<file path="src/sv/drkr_pkg.sv">
// ----------------------------------------------------------------------------
// drkr_pkg: shared types and constants of the dual-role key remapper
// Event codes, beat payload structs and the plan that the front hands
// to the back through the queue.
// ----------------------------------------------------------------------------
`default_nettype none

package drkr_pkg;

   // Event types.
   localparam logic [4:0] T_SYN = 5'd0;
   localparam logic [4:0] T_KEY = 5'd1;
   localparam logic [4:0] T_MSC = 5'd4;

   // Event codes.
   localparam logic [9:0] C_SCAN  = 10'd4;
   localparam logic [9:0] K_ESC   = 10'd1;
   localparam logic [9:0] K_TAB   = 10'd15;
   localparam logic [9:0] K_CTRL  = 10'd29;
   localparam logic [9:0] K_SHIFT = 10'd42;
   localparam logic [9:0] K_ALT   = 10'd56;
   localparam logic [9:0] K_CAPS  = 10'd58;
   localparam logic [9:0] K_META  = 10'd125;

   // Key event values.
   localparam logic signed [31:0] VAL_RELEASE = 32'sd0;
   localparam logic signed [31:0] VAL_PRESS   = 32'sd1;
   localparam logic signed [31:0] VAL_REPEAT  = 32'sd2;

   typedef struct packed {
      logic [4:0]         ev_type;
      logic [9:0]         ev_code;
      logic signed [31:0] ev_value;
   } req_type;

   typedef struct packed {
      logic [4:0]         out_type;
      logic [9:0]         out_code;
      logic signed [31:0] out_value;
      logic               pause_after;
      logic               last;
   } rsp_type;

   // What closes the sequence of beats for one item.
   typedef enum logic [2:0] {
      TAIL_NONE,
      TAIL_PASS,
      TAIL_TAP_TAB,
      TAIL_TAP_ESC,
      TAIL_TAB_UP,
      TAIL_CTRL_UP
   } tail_type;

   // Group of beats the back sequencer is working through.
   typedef enum logic [1:0] {
      PH_TAB,
      PH_CAPS,
      PH_TAIL
   } phase_type;

   // One classified item. tab_dn adds Alt, Shift, Meta presses and a sync;
   // caps_dn adds a Ctrl press and a sync; the tail follows them.
   typedef struct packed {
      logic               tab_dn;
      logic               caps_dn;
      tail_type           tail;
      logic [4:0]         ev_type;
      logic [9:0]         ev_code;
      logic signed [31:0] ev_value;
   } plan_type;

endpackage

`default_nettype wire

</file>
<file path="src/sv/drkr_front.sv">
// ----------------------------------------------------------------------------
// drkr_front: event classifier
// Holds the modifier state and turns each accepted event into a plan.
// ----------------------------------------------------------------------------
`default_nettype none

module drkr_front
   import drkr_pkg::*;
(
   input  wire logic     clock,
   input  wire logic     reset,
   input  wire logic     req_valid,
   output logic          req_ready,
   input  wire req_type  req_data,
   input  wire logic     q_full,
   output logic          q_push,
   output plan_type      q_plan
);

   logic alt_held_ff, alt_held_in;
   logic tab_held_ff, tab_held_in;
   logic tab_mod_ff, tab_mod_in;
   logic caps_held_ff, caps_held_in;
   logic caps_mod_ff, caps_mod_in;
   logic accept;

   assign req_ready = !q_full;
   assign accept    = req_valid && req_ready;

   always_comb begin
      logic press, release_k, repeat_k, is_key, done;
      press     = (req_data.ev_value == VAL_PRESS);
      release_k = (req_data.ev_value == VAL_RELEASE);
      repeat_k  = (req_data.ev_value == VAL_REPEAT);
      is_key    = (req_data.ev_type == T_KEY);
      done      = 1'b0;

      alt_held_in  = alt_held_ff;
      tab_held_in  = tab_held_ff;
      tab_mod_in   = tab_mod_ff;
      caps_held_in = caps_held_ff;
      caps_mod_in  = caps_mod_ff;

      q_plan.tab_dn   = 1'b0;
      q_plan.caps_dn  = 1'b0;
      q_plan.tail     = TAIL_NONE;
      q_plan.ev_type  = req_data.ev_type;
      q_plan.ev_code  = req_data.ev_code;
      q_plan.ev_value = req_data.ev_value;

      if (req_data.ev_type == T_MSC && req_data.ev_code == C_SCAN) begin
         done = 1'b1;
      end else if (!is_key) begin
         q_plan.tail = TAIL_PASS;
         done = 1'b1;
      end

      if (!done) begin
         if (req_data.ev_code == K_ALT && press) begin
            alt_held_in = 1'b1;
         end else if (req_data.ev_code == K_ALT && release_k) begin
            alt_held_in = 1'b0;
         end

         if (tab_held_ff) begin
            if (req_data.ev_code == K_TAB && (press || repeat_k)) begin
               done = 1'b1;
            end else if (req_data.ev_code == K_TAB && release_k) begin
               tab_held_in = 1'b0;
               tab_mod_in  = 1'b0;
               q_plan.tail = tab_mod_ff ? TAIL_TAB_UP : TAIL_TAP_TAB;
               done = 1'b1;
            end else if (!release_k) begin
               tab_mod_in    = 1'b1;
               q_plan.tab_dn = 1'b1;
            end
         end else if (req_data.ev_code == K_TAB && press && !alt_held_in) begin
            tab_held_in = 1'b1;
            done = 1'b1;
         end
      end

      if (!done) begin
         if (caps_held_ff) begin
            if (req_data.ev_code == K_CAPS && (press || repeat_k)) begin
               done = 1'b1;
            end else if (req_data.ev_code == K_CAPS && release_k) begin
               caps_held_in = 1'b0;
               caps_mod_in  = 1'b0;
               q_plan.tail  = caps_mod_ff ? TAIL_CTRL_UP : TAIL_TAP_ESC;
               done = 1'b1;
            end else if (!release_k) begin
               caps_mod_in    = 1'b1;
               q_plan.caps_dn = 1'b1;
            end
         end else if (req_data.ev_code == K_CAPS && press) begin
            if (!alt_held_in) begin
               caps_held_in = 1'b1;
            end
            done = 1'b1;
         end else if (req_data.ev_code == K_CAPS && release_k) begin
            q_plan.tail = TAIL_TAP_ESC;
            done = 1'b1;
         end
      end

      if (!done) begin
         q_plan.tail = TAIL_PASS;
         if (req_data.ev_code == K_ESC) begin
            q_plan.ev_code = K_CAPS;
         end
      end

      // Items that produce no beat are consumed here and never queued.
      q_push = accept && (q_plan.tab_dn || q_plan.caps_dn || q_plan.tail != TAIL_NONE);
   end

   always_ff @(posedge clock) begin
      if (reset) begin
         alt_held_ff  <= 1'b0;
         tab_held_ff  <= 1'b0;
         tab_mod_ff   <= 1'b0;
         caps_held_ff <= 1'b0;
         caps_mod_ff  <= 1'b0;
      end else if (accept) begin
         alt_held_ff  <= alt_held_in;
         tab_held_ff  <= tab_held_in;
         tab_mod_ff   <= tab_mod_in;
         caps_held_ff <= caps_held_in;
         caps_mod_ff  <= caps_mod_in;
      end
   end

endmodule

`default_nettype wire

</file>
<file path="src/sv/drkr_queue.sv">
// ----------------------------------------------------------------------------
// drkr_queue: plan queue
// Shifting queue between front and back; the head always sits in entry 0.
// ----------------------------------------------------------------------------
`default_nettype none

module drkr_queue
   import drkr_pkg::*;
#(
   parameter int DEPTH = 4
) (
   input  wire logic     clock,
   input  wire logic     reset,
   input  wire logic     push,
   input  wire plan_type push_plan,
   output logic          full,
   output logic          head_valid,
   output plan_type      head_plan,
   input  wire logic     pop
);

   localparam int PTR_W = (DEPTH > 1) ? $clog2(DEPTH) : 1;
   localparam int CNT_W = $clog2(DEPTH + 1);

   plan_type           entries_ff [DEPTH];
   plan_type           entries_in [DEPTH];
   logic [CNT_W-1:0]   count_ff, count_in;
   logic [CNT_W-1:0]   wr_cnt;
   logic [PTR_W-1:0]   wr_idx;

   assign full       = (count_ff == CNT_W'(DEPTH));
   assign head_valid = (count_ff != '0);
   assign head_plan  = entries_ff[0];

   always_comb begin
      wr_cnt = count_ff - CNT_W'(pop);
      wr_idx = wr_cnt[PTR_W-1:0];
      for (int i = 0; i < DEPTH; i++) begin
         if (pop && i < DEPTH - 1) begin
            entries_in[i] = entries_ff[(i + 1) % DEPTH];
         end else begin
            entries_in[i] = entries_ff[i];
         end
      end
      if (push) begin
         entries_in[wr_idx] = push_plan;
      end
      count_in = wr_cnt + CNT_W'(push);
   end

   always_ff @(posedge clock) begin
      entries_ff <= entries_in;
   end

   always_ff @(posedge clock) begin
      if (reset) begin
         count_ff <= '0;
      end else begin
         count_ff <= count_in;
      end
   end

endmodule

`default_nettype wire

</file>
<file path="src/sv/drkr_back.sv">
// ----------------------------------------------------------------------------
// drkr_back: beat sequencer
// Walks a plan into the output register, one result beat per cycle while the output is not stalled.
// ----------------------------------------------------------------------------
`default_nettype none

module drkr_back
   import drkr_pkg::*;
(
   input  wire logic     clock,
   input  wire logic     reset,
   input  wire logic     q_valid,
   input  wire plan_type q_plan,
   output logic          q_pop,
   output logic          rsp_valid,
   input  wire logic     rsp_ready,
   output rsp_type       rsp_data
);

   logic      busy_ff, busy_in;
   plan_type  plan_ff, plan_in;
   phase_type phase_ff, phase_in;
   logic [1:0] sub_ff, sub_in;
   logic      rsp_valid_ff, rsp_valid_in;
   rsp_type   rsp_data_ff, rsp_data_in;

   rsp_type   slot;
   logic      slot_end;
   logic      has_next;
   phase_type next_phase;
   phase_type first_phase;
   logic      step, finish, load;
   logic [9:0] tap_code;

   assign rsp_valid = rsp_valid_ff;
   assign rsp_data  = rsp_data_ff;

   // Beat selected by the current phase and position.
   always_comb begin
      slot.out_type    = T_KEY;
      slot.out_code    = K_ALT;
      slot.out_value   = VAL_PRESS;
      slot.pause_after = 1'b0;
      slot.last        = 1'b0;
      slot_end         = 1'b0;
      tap_code = (plan_ff.tail == TAIL_TAP_TAB) ? K_TAB : K_ESC;

      case (phase_ff)
         PH_TAB: begin
            case (sub_ff)
               2'd0: slot.out_code = K_ALT;
               2'd1: slot.out_code = K_SHIFT;
               2'd2: slot.out_code = K_META;
               default: begin
                  slot.out_type    = T_SYN;
                  slot.out_code    = '0;
                  slot.out_value   = VAL_RELEASE;
                  slot.pause_after = 1'b1;
                  slot_end         = 1'b1;
               end
            endcase
         end
         PH_CAPS: begin
            if (sub_ff == 2'd0) begin
               slot.out_code = K_CTRL;
            end else begin
               slot.out_type    = T_SYN;
               slot.out_code    = '0;
               slot.out_value   = VAL_RELEASE;
               slot.pause_after = 1'b1;
               slot_end         = 1'b1;
            end
         end
         default: begin
            case (plan_ff.tail)
               TAIL_TAP_TAB, TAIL_TAP_ESC: begin
                  slot.out_code = tap_code;
                  if (sub_ff == 2'd1) begin
                     slot.out_type    = T_SYN;
                     slot.out_code    = '0;
                     slot.out_value   = VAL_RELEASE;
                     slot.pause_after = 1'b1;
                  end else if (sub_ff != 2'd0) begin
                     slot.out_value = VAL_RELEASE;
                     slot_end       = 1'b1;
                  end
               end
               TAIL_TAB_UP: begin
                  slot.out_value = VAL_RELEASE;
                  if (sub_ff == 2'd0) begin
                     slot.out_code = K_ALT;
                  end else if (sub_ff == 2'd1) begin
                     slot.out_code = K_SHIFT;
                  end else begin
                     slot.out_code = K_META;
                     slot_end      = 1'b1;
                  end
               end
               TAIL_CTRL_UP: begin
                  slot.out_code  = K_CTRL;
                  slot.out_value = VAL_RELEASE;
                  slot_end       = 1'b1;
               end
               default: begin
                  slot.out_type  = plan_ff.ev_type;
                  slot.out_code  = plan_ff.ev_code;
                  slot.out_value = plan_ff.ev_value;
                  slot_end       = 1'b1;
               end
            endcase
         end
      endcase

      case (phase_ff)
         PH_TAB: begin
            if (plan_ff.caps_dn) begin
               next_phase = PH_CAPS;
               has_next   = 1'b1;
            end else begin
               next_phase = PH_TAIL;
               has_next   = (plan_ff.tail != TAIL_NONE);
            end
         end
         PH_CAPS: begin
            next_phase = PH_TAIL;
            has_next   = (plan_ff.tail != TAIL_NONE);
         end
         default: begin
            next_phase = PH_TAIL;
            has_next   = 1'b0;
         end
      endcase

      slot.last = slot_end && !has_next;

      if (q_plan.tab_dn) begin
         first_phase = PH_TAB;
      end else if (q_plan.caps_dn) begin
         first_phase = PH_CAPS;
      end else begin
         first_phase = PH_TAIL;
      end
   end

   // Sequencer control and output register.
   always_comb begin
      step   = busy_ff && (!rsp_valid_ff || rsp_ready);
      finish = step && slot.last;
      load   = q_valid && (!busy_ff || finish);
      q_pop  = load;

      busy_in  = busy_ff;
      plan_in  = plan_ff;
      phase_in = phase_ff;
      sub_in   = sub_ff;

      if (load) begin
         busy_in  = 1'b1;
         plan_in  = q_plan;
         phase_in = first_phase;
         sub_in   = 2'd0;
      end else if (finish) begin
         busy_in = 1'b0;
      end else if (step) begin
         if (slot_end) begin
            phase_in = next_phase;
            sub_in   = 2'd0;
         end else begin
            sub_in = sub_ff + 2'd1;
         end
      end

      rsp_data_in  = rsp_data_ff;
      rsp_valid_in = rsp_valid_ff;
      if (step) begin
         rsp_valid_in = 1'b1;
         rsp_data_in  = slot;
      end else if (rsp_ready) begin
         rsp_valid_in = 1'b0;
      end
   end

   always_ff @(posedge clock) begin
      if (reset) begin
         busy_ff      <= 1'b0;
         phase_ff     <= PH_TAB;
         sub_ff       <= 2'd0;
         rsp_valid_ff <= 1'b0;
      end else begin
         busy_ff      <= busy_in;
         phase_ff     <= phase_in;
         sub_ff       <= sub_in;
         rsp_valid_ff <= rsp_valid_in;
      end
   end

   always_ff @(posedge clock) begin
      plan_ff     <= plan_in;
      rsp_data_ff <= rsp_data_in;
   end

endmodule

`default_nettype wire

</file>
<file path="src/sv/dual_role_key_remapper_top.sv">
// ----------------------------------------------------------------------------
// dual_role_key_remapper_top: tap/hold dual-role key remapper
// Turns a stream of keyboard events into a stream of remapped events.
// ----------------------------------------------------------------------------
// Each request beat is one keyboard event (type, code, value); each response
// beat is one emitted event plus a pause flag and a last flag, and one
// request yields zero to seven response beats. Tab tapped alone gives Tab and
// held under another key gives left Alt + Shift + Meta; CapsLock tapped alone
// gives Esc and held under another key gives left Ctrl; plain Esc is sent as
// CapsLock; scan-code events are dropped and non-key events pass through.
// The pause flag, set only on the sync beat of a synthesized sequence, asks
// the consumer for a 20 ms (20000 us) gap after that beat. Timing: the front
// classifies and accepts one request per cycle as long as the plan queue
// (QUEUE_DEPTH entries) has room; when the back is free, an accepted event's
// plan passes through the queue and the back's plan register before its first
// beat is registered at the output. The back sequencer emits one response
// beat per cycle while the consumer takes them, and a request yields one beat
// for a pass-through, up to seven when both dual-role keys turn into modifiers
// at once, and none when dropped or swallowed, which the front absorbs in its
// accept cycle. That one-beat-per-cycle sequencer sets the sustained rate.
`default_nettype none

module dual_role_key_remapper_top
   import drkr_pkg::*;
#(
   parameter int QUEUE_DEPTH = 4
) (
   input  wire logic    clock,
   input  wire logic    reset,
   input  wire logic    req_valid,
   output logic         req_ready,
   input  wire req_type req_data,
   output logic         rsp_valid,
   input  wire logic    rsp_ready,
   output rsp_type      rsp_data
);

   // Classified plans travel from the front to the back through the queue.
   logic     q_push;
   plan_type q_push_plan;
   logic     q_full;
   logic     q_head_valid;
   plan_type q_head_plan;
   logic     q_pop;

   // The front owns the modifier state and decides the beats for an event.
   drkr_front u_front (
      .clock     (clock),
      .reset     (reset),
      .req_valid (req_valid),
      .req_ready (req_ready),
      .req_data  (req_data),
      .q_full    (q_full),
      .q_push    (q_push),
      .q_plan    (q_push_plan)
   );

   // The queue lets the front keep accepting while the back is stalled.
   drkr_queue #(
      .DEPTH (QUEUE_DEPTH)
   ) u_queue (
      .clock      (clock),
      .reset      (reset),
      .push       (q_push),
      .push_plan  (q_push_plan),
      .full       (q_full),
      .head_valid (q_head_valid),
      .head_plan  (q_head_plan),
      .pop        (q_pop)
   );

   // The back expands each plan into response beats through a registered output.
   drkr_back u_back (
      .clock     (clock),
      .reset     (reset),
      .q_valid   (q_head_valid),
      .q_plan    (q_head_plan),
      .q_pop     (q_pop),
      .rsp_valid (rsp_valid),
      .rsp_ready (rsp_ready),
      .rsp_data  (rsp_data)
   );

endmodule

`default_nettype wire

</file>
<file path="config.mk">
export PLATFORM = sky130hd
export DESIGN_NAME = dual_role_key_remapper_top
export DESIGN_NICKNAME = d
export VERILOG_FILES = /design/src/sv/drkr_pkg.sv /design/src/sv/drkr_front.sv /design/src/sv/drkr_queue.sv /design/src/sv/drkr_back.sv /design/src/sv/dual_role_key_remapper_top.sv
export SDC_FILE = /design/constraint.sdc
export NUM_CORES = 1
export LEC_CHECK = 0
export BUFFER_PORTS_ARGS = -buffer_cell sky130_fd_sc_hd__buf_2
export CORE_AREA = 2 2 153 155
export DETAILED_ROUTE_END_ITERATION = 12
export DIE_AREA = 0 0 155 157
export PLACE_DENSITY = 0.86
export SKIP_LAST_GASP = 1
export SLEW_MARGIN = 5
export SYNTH_ARGS = -nofsm -noshare
export SYNTH_HDL_FRONTEND = slang
export SYNTH_SLANG_ARGS = --single-unit
</file>
<file path="constraint.sdc">
create_clock -name clock -period 14.74 [get_ports clock]
set_input_delay 2.948 -clock clock [delete_from_list [all_inputs] [get_ports clock]]
set_output_delay 2.948 -clock clock [all_outputs]
set_load 0.1 [all_outputs]
</file>
==> results.tsv, run 1 <==
stage	metric	value	unit
power	intPower	2590	uW
cts	clk_latency	0.50	ns
cts	cts_tree	built	
synthesis	synth_edf_count	152	
finish	layoutNonFillerInstCount	1355	
drt	first_pass_iters	4	
synthesis	yosys_warnings	0	
cts	cts_num_sinks	322	
placement	hpwlAfterDp	15.4	mm
cts	htreeDepth	2	
setup_path	path_max_fanout	36	
synthesis	synth_top_area_cell	edfxtp_1	
synthesis	synthArstFlopShare	0	%
cts	post_cts_buffers	0	
synthesis	muxShareOfSynthArea	25.7	%
grt	overflow	0	
sta	rsz0062_at_grt	no	
die	die_x	155	um
sta	setup_ws	8.13	ns
synthesis	synth_top_family_by_area	multiplexers	
power	cellLeakagePower	0.00586	uW
die	rows	55	
cts	cts-resized-gates	0	
finish	syn2layout_area_growth	13.0	%
cts	cts_buffers	34	
status	status	finished, final reports clean	
synthesis	synth_most_common_cell	mux2_2	
power	vdd_drop_max	164	uV
synthesis	synthAdderAreaFrac	1.02	%
sta	report.final.slew_viol_count	0	
synthesis	synth_xor_xnor_area_share	0.262	%
cts	cts_hold_buf	0	
drt	avgViaCountPerCell	5.69	
synthesis	synth_area	13400	um^2
die	fp.dieArea	24300	um^2
synthesis	synth_seq_area_share	59.6	%
drt	wl_per_cell	18.4	um
grt	grt_max_degree	86	
job	maxCapViolations	0	
power	total_power	3960	uW
synthesis	synth_cell_types	60	
power	switching_share	34.5	%
die	start_util	59.4	%
setup_path	critical_path.startpoint_type	primary input	
sta	finalHoldViolCount	0	
setup_path	cp-end-kind	register	
grt	grt_pass1_wl	39.7	mm
synthesis	synth_fp_nets	1010	
hold_path	hold_path.class	reg2reg	
placement	dp_slack	7.60	ns
drt	ant_nets	0	
grt	grt_pass1_vias	7667	
synthesis	synth.top_cells.by_area	edfxtp_1 34%, dfxtp_1 25%, mux2_2 16%	
placement	dp_cells	1294	
finish	finalNetCount	1106	
sta	fin_skew	0.0184	ns
cts	root_buffer	clkbuf_16	
setup_path	worstSetupPathType	in2reg	
power	p_comb_share	39.4	%
sta	tns	0	ns
die	coreArea	22500	um^2
sta	relSlewSlack	28.1	%
finish	insertedDiodeCount	0	
synthesis	synth_flop_cell	dfxtp_1	
sta	finalSetupViolations	0	
power	p_switching	1360	uW
sta	clock.fmax	0.151	GHz
placement	io_buffers	101	
synthesis	synth_commonest_cells	185 x mux2_2, 170 x dfxtp_1, 152 x edfxtp_1, 74 x mux2_1, 52 x mux2i_1	
die	io_pins	102	
setup_path	reg2reg_slack	9.91	ns
power	power_density	262	nW/um^2
synthesis	synth_compound_area_share	3.71	%
drt	drc	0	
drt	wl	25.0	mm
grt	grtUsageTotal	20.5	%
power	seqPwrFrac	39.8	%
grt	antenna_found_initial	2	
sta	worst_pin_slew	1.08	ns
drt	vias	7709	
setup_path	critPathRequiredTime	15.12	ns
finish	drive_gt1_share	33.8	%
synthesis	ys_ff_latch	322	
synthesis	avgSynthCellArea	14.1	um^2
synthesis	yosys.area.top_type_share	34.2	%
sta	min_period	6.61	ns
die	die_h	157	um
setup_path	arrival	6.99	ns
power	pwr-share-clk	20.8	%
synthesis	synthSimpleGateAreaFrac	6.63	%
cts	path_clk_slew	0.06	ns
placement	gp_congestion	0.899	
cts	cts_buffer_depth	3	
sta	finalCritPeriodShare	44.9	%
synthesis	syn-instance-count	949	
drt	drt_iter0_markers	519	
final cells by class:
class	instances	area, um^2
Clock buffer	53	1020
Clock inverter	8	70.1
Fill cell	1585	7410
Inverter	24	92.6
Multi-Input combinational cell	552	5000
Sequential cell	322	7970
Tap cell	285	357
Timing Repair Buffer	111	581
routing by layer:
metal	routed length, um	track usage (%)	up-vias
li1	-	-	3725
met2	12200	35.7	186
met1	11000	26.0	3749
met3	1200	4.13	45
met4	531	6.17	4
met5	21	0	-
worst paths after layout:
| kind | start | end | cells past startpoint |
|---|---|---|---|
| min | u_queue.head_plan[15]$_DFF_P_ | u_back.plan_ff[15]$_DFFE_PP_ | 0 |
| min reg2reg | u_queue.head_plan[15]$_DFF_P_ | u_back.plan_ff[15]$_DFFE_PP_ | 0 |
| max | req_data[39] | u_queue.entries_ff[58]$_DFF_P_ | 9 |
| max reg2reg | u_back.sub_ff[0]$_SDFFE_PP0P_ | u_queue.entries_ff[70]$_DFF_P_ | 12 |
through the flow:
step | instance area (um^2) | hold slack [ns] | util (%)
finish | 15100 | 0.421 | 67.1
CTS | 15100 | 0.416 | 67.1
global placement | 14000 | 0.407 | 62.2
detailed placement | 14000 | 0.411 | 62.2
global route | 15100 | 0.428 | 67.1
floorplan | 13400 | 0.404 | -
power by group through the flow:
stage,clock network [uW],registers (uW),logic (uW)
after global routing,870,1610,1680
final,823,1570,1560
after global placement,0,1570,1510
after floorplan,0,1810,1080
after CTS,835,1570,1570
after detailed placement,0,1590,1560
placed cells by master, fill, tap and decap left out, types with 11 or more instances in the layout:
cell type  netlist  final
and2_1          42     41
mux2_1          74     74
nor2_1          28     27
inv_1           22     21
dfxtp_1        170    170
clkbuf_16        0     35
buf_2            4    101
nand2_1         17     17
mux2i_1         52     52
a21oi_1         11     11
o21ai_0         17     17
edfxtp_1       152    152
nor3_1          19     19
mux2_2         185    185
cell families (layout without fill, tap and decap cells):
family | after synthesis | in the layout
flip-flops | 322 | 322
multiplexers | 311 | 311
AND/OR/NAND/NOR | 158 | 158
buffers and inverters | 75 | 196
AO/OA/AOI/OAI | 68 | 68
adder cells (fa/ha/maj) | 11 | 11
XOR/XNOR | 4 | 4
critical path, stage by stage:
cell and delay [ns]:
buf_2 0.13, or4_4 0.57, or4_1 0.65, maj3_2 0.38
o21ai_4 0.24, inv_4 0.10, o31ai_4 0.93, buf_4 0.60
mux2_2 0.39
No activity file was read; power rests on OpenSTA's default activity.
==> run 2: changes to the inputs <==
ABC_AREA = 1   (was unset)
CORE_AREA = 2 2 164 166   (was 2 2 153 155)
DIE_AREA = 0 0 166 168   (was 0 0 155 157)
PLACE_DENSITY = 0.88   (was 0.86)
clock period = 6.2 ns   (was 14.74 ns; I/O delays follow)
==> run 2 against run 1 <==
Against the previous run:
- die area increased by 15%
- sequential power up 130%
- clock skew grew 0.0036 ns
- via count rose by 82%
- highest routed layer is now met4
- setup slack got worse by 6.4 ns
- design area is 15% higher
- non-clock buffer count grew 5
- wire length is 52% higher
- register-to-register slack got worse by 8.1 ns
- critical path depth is 9 higher
- synthesized cell count up 130%
- largest power group is now combinational cells
==> results.tsv, run 2 <==
stage	metric	value	unit	change
placement	hpwlAfterDp	22.7	mm	+47%
power	total_power	10600	uW	+170%
die	fp.dieArea	27900	um^2	+15%
synthesis	synth_seq_area_share	50.4	%	-9.2 points
setup_path	r2r-start	u_back.sub_ff[0]$_SDFFE_PP0P_		
sta	min_period	4.48	ns	
drt	drt_iter0_markers	1571		+200%
drt	wl_per_cell	14.8	um	-20%
drt	vias	14065		+82%
cts	cts_buffers	34		unchanged
setup_path	reg2reg_slack	1.80	ns	-8.11 ns
cts	path_clk_slew	0.06	ns	about the same
cts	cts_hold_buf	0		unchanged
die	coreArea	26400	um^2	+17%
power	power_density	613	nW/um^2	+130%
synthesis	synth_top_area_cell	edfxtp_1		
die	rows	60		+9.1%
grt	grt_pass1_wl	62.7	mm	+58%
sta	report.final.slew_viol_count	0		unchanged
synthesis	synth_most_common_cell	nand2_1		
cts	post_cts_buffers	0		unchanged
sta	timing.hold.ws	0.427	ns	+0.00578 ns
die	die_x	166	um	+7.1%
drt	first_pass_iters	6		+2
cts	cts_num_sinks	322		unchanged
hold_path	min_from	u_queue.head_plan[21]$_DFF_P_		
sta	fin_skew	0.0219	ns	+0.00357 ns
drt	wl	37.9	mm	+52%
sta	setup_ws	1.72	ns	-6.40 ns
synthesis	yosys.area.top_type_share	28.9	%	-5.3 points
placement	dp_slack	1.32	ns	-6.28 ns
grt	grt_pass1_vias	13192		+72%
power	cellLeakagePower	0.00843	uW	+44%
synthesis	yosys_warnings	0		unchanged
die	start_util	60.0	%	+0.63 points
drt	ant_nets	0		unchanged
sta	finalCritPeriodShare	72.2	%	
cts	root_buffer	clkbuf_16		
synthesis	synthArstFlopShare	0	%	unchanged
sta	relSlewSlack	21.4	%	-6.7 points
drt	drc	0		unchanged
cts	cts-resized-gates	0		unchanged
setup_path	critPathRequiredTime	6.65	ns	-8.47 ns
sta	clock.fmax	0.223	GHz	
placement	io_buffers	101		unchanged
finish	drive_gt1_share	9.02	%	-25 points
finish	finalNetCount	2253		+100%
synthesis	synth_flop_cell	dfxtp_1		
placement	gp_congestion	0.881		-2.0%
synthesis	ys_ff_latch	322		unchanged
finish	multi_input_area	6700	um^2	+34%
grt	overflow	0		unchanged
synthesis	synth_area	15800	um^2	+18%
status	status	finished, final reports clean		
setup_path	reg2reg_depth	20		+8
finish	layout_commonest_cell	nand2_1		
hold_path	min_path_cells	0		unchanged
sta	rsz0062_at_grt	no		
synthesis	synth_fp_nets	2229		+120%
die	die_h	168	um	+7.0%
setup_path	worstSetupPathType	in2reg		
cts	htreeDepth	2		unchanged
finish	syn2layout_area_growth	9.83	%	
hold_path	hold_end	u_back.plan_ff[21]$_DFFE_PP_		
hold_path	hold_path.class	reg2reg		
finish	seq_area	7970	um^2	unchanged
setup_path	cp-end-kind	register		
cts	cts_tree	built		
finish	insertedDiodeCount	0		unchanged
synthesis	synth_commonest_cells	1063 x nand2_1, 183 x nand3_1, 170 x dfxtp_1, 152 x edfxtp_1, 150 x o21ai_0		
job	maxCapViolations	0		unchanged
synthesis	synth.top_cells.by_area	edfxtp_1 29%, nand2_1 25%, dfxtp_1 22%		
grt	grtUsageTotal	26.9	%	+6.4 points
drt	avgViaCountPerCell	5.50		-3.4%
setup_path	critical_path.startpoint_type	primary input		
synthesis	synth_cell_types	40		-33%
setup_path	path_max_fanout	81		+130%
finish	mostFrequentLayoutCells	1062 x nand2_1, 183 x nand3_1, 170 x dfxtp_1, 152 x edfxtp_1, 150 x o21ai_0		
grt	antenna_found_initial	0		-2
setup_path	r2r-end	u_queue.entries_ff[154]$_DFF_P_		
finish	final_util	65.9	%	-1.2 points
sta	finalSetupViolations	0		unchanged
setup_path	arrival	4.93	ns	-2.06 ns
grt	grt_max_degree	134		+56%
sta	finalHoldViolCount	0		unchanged
sta	worst_pin_slew	1.18	ns	+0.100 ns
power	vdd_drop_max	393	uV	+140%
cts	cts_buffer_depth	3		unchanged
cts	clk_latency	0.52	ns	+0.02 ns
synthesis	synth_edf_count	152		unchanged
die	io_pins	102		unchanged
finish	fillers	2137		+35%
synthesis	avgSynthCellArea	7.29	um^2	-48%
sta	tns	0	ns	unchanged
synthesis	syn-instance-count	2168		+130%
-- run 2: metrics by stage --
step                area [um^2]  cells
global route              17400   2558
CTS                       17400   2558
finish                    17400   2558
floorplan                 15800   2168
global placement          16300   2497
detailed placement        16300   2497
-- run 2: where the power goes --
part	leakage, uW	switching [uW]	internal, uW	total [uW]
sequential	0.00286	342	3190	3540
combinational	0.00503	3770	1350	5120
clock	0.000533	818	1170	1990
-- run 2: worst max-delay path, cell delays in order --
cell	delay [ns]
buf_2	0.12
nor2_1	0.11
nand2_1	0.07
nor2_1	0.21
nand2_1	0.29
nor2_4	0.26
nand2_1	0.09
nand2_2	0.09
nand3b_4	0.11
nand2_2	0.13
inv_2	0.08
nand2_2	0.09
nand2_1	0.09
nand3_4	0.10
buf_4	0.64
buf_4	0.77
nand3_1	0.17
nand2_1	0.13
-- run 2: routing by layer --
layer | track usage (%) | vias to the layer above | share of wire (%)
li1 | - | 6948 | -
met1 | 34.8 | 6432 | 42
met2 | 44.5 | 581 | 47
met3 | 4.40 | 104 | 7.8
met4 | 12.3 | 0 | 3.6
met5 | 0 | - | 0
-- run 2: area by class of cell --
class	count	share of cell area, %
clock buffer	49	5.58
tap	341	2.46
multi-input combinational	1581	38.6
timing repair buffer	116	3.85
sequential	322	45.9
inverter	137	3.00
clock inverter	12	0.634
-- run 2: kinds of logic after synthesis --
group,count (synthesis),share of synthesized area [%]
simple gates,1382,35.1
flops,322,50.4
buf+inv,265,7.39
compound gates,188,6.27
fa+ha+maj,10,0.791
xor+xnor,1,0.0554
-- run 2: worst max-delay path by stage --
stage | startpoint | end | slack [ns]
floorplan | rsp_ready | register | 0.55
global placement | req_data[18] | u_queue.head_plan[15]$_DFF_P_ | 1.37
detailed placement | req_data[18] | u_queue.head_plan[3]$_DFF_P_ | 1.32
CTS | u_back.sub_ff[0]$_SDFFE_PP0P_ | u_queue.entries_ff[154]$_DFF_P_ | 1.83
global route | req_data[18] | u_queue.entries_ff[114]$_DFF_P_ | 1.40
finish | req_data[16] | u_queue.head_plan[3]$_DFF_P_ | 1.72
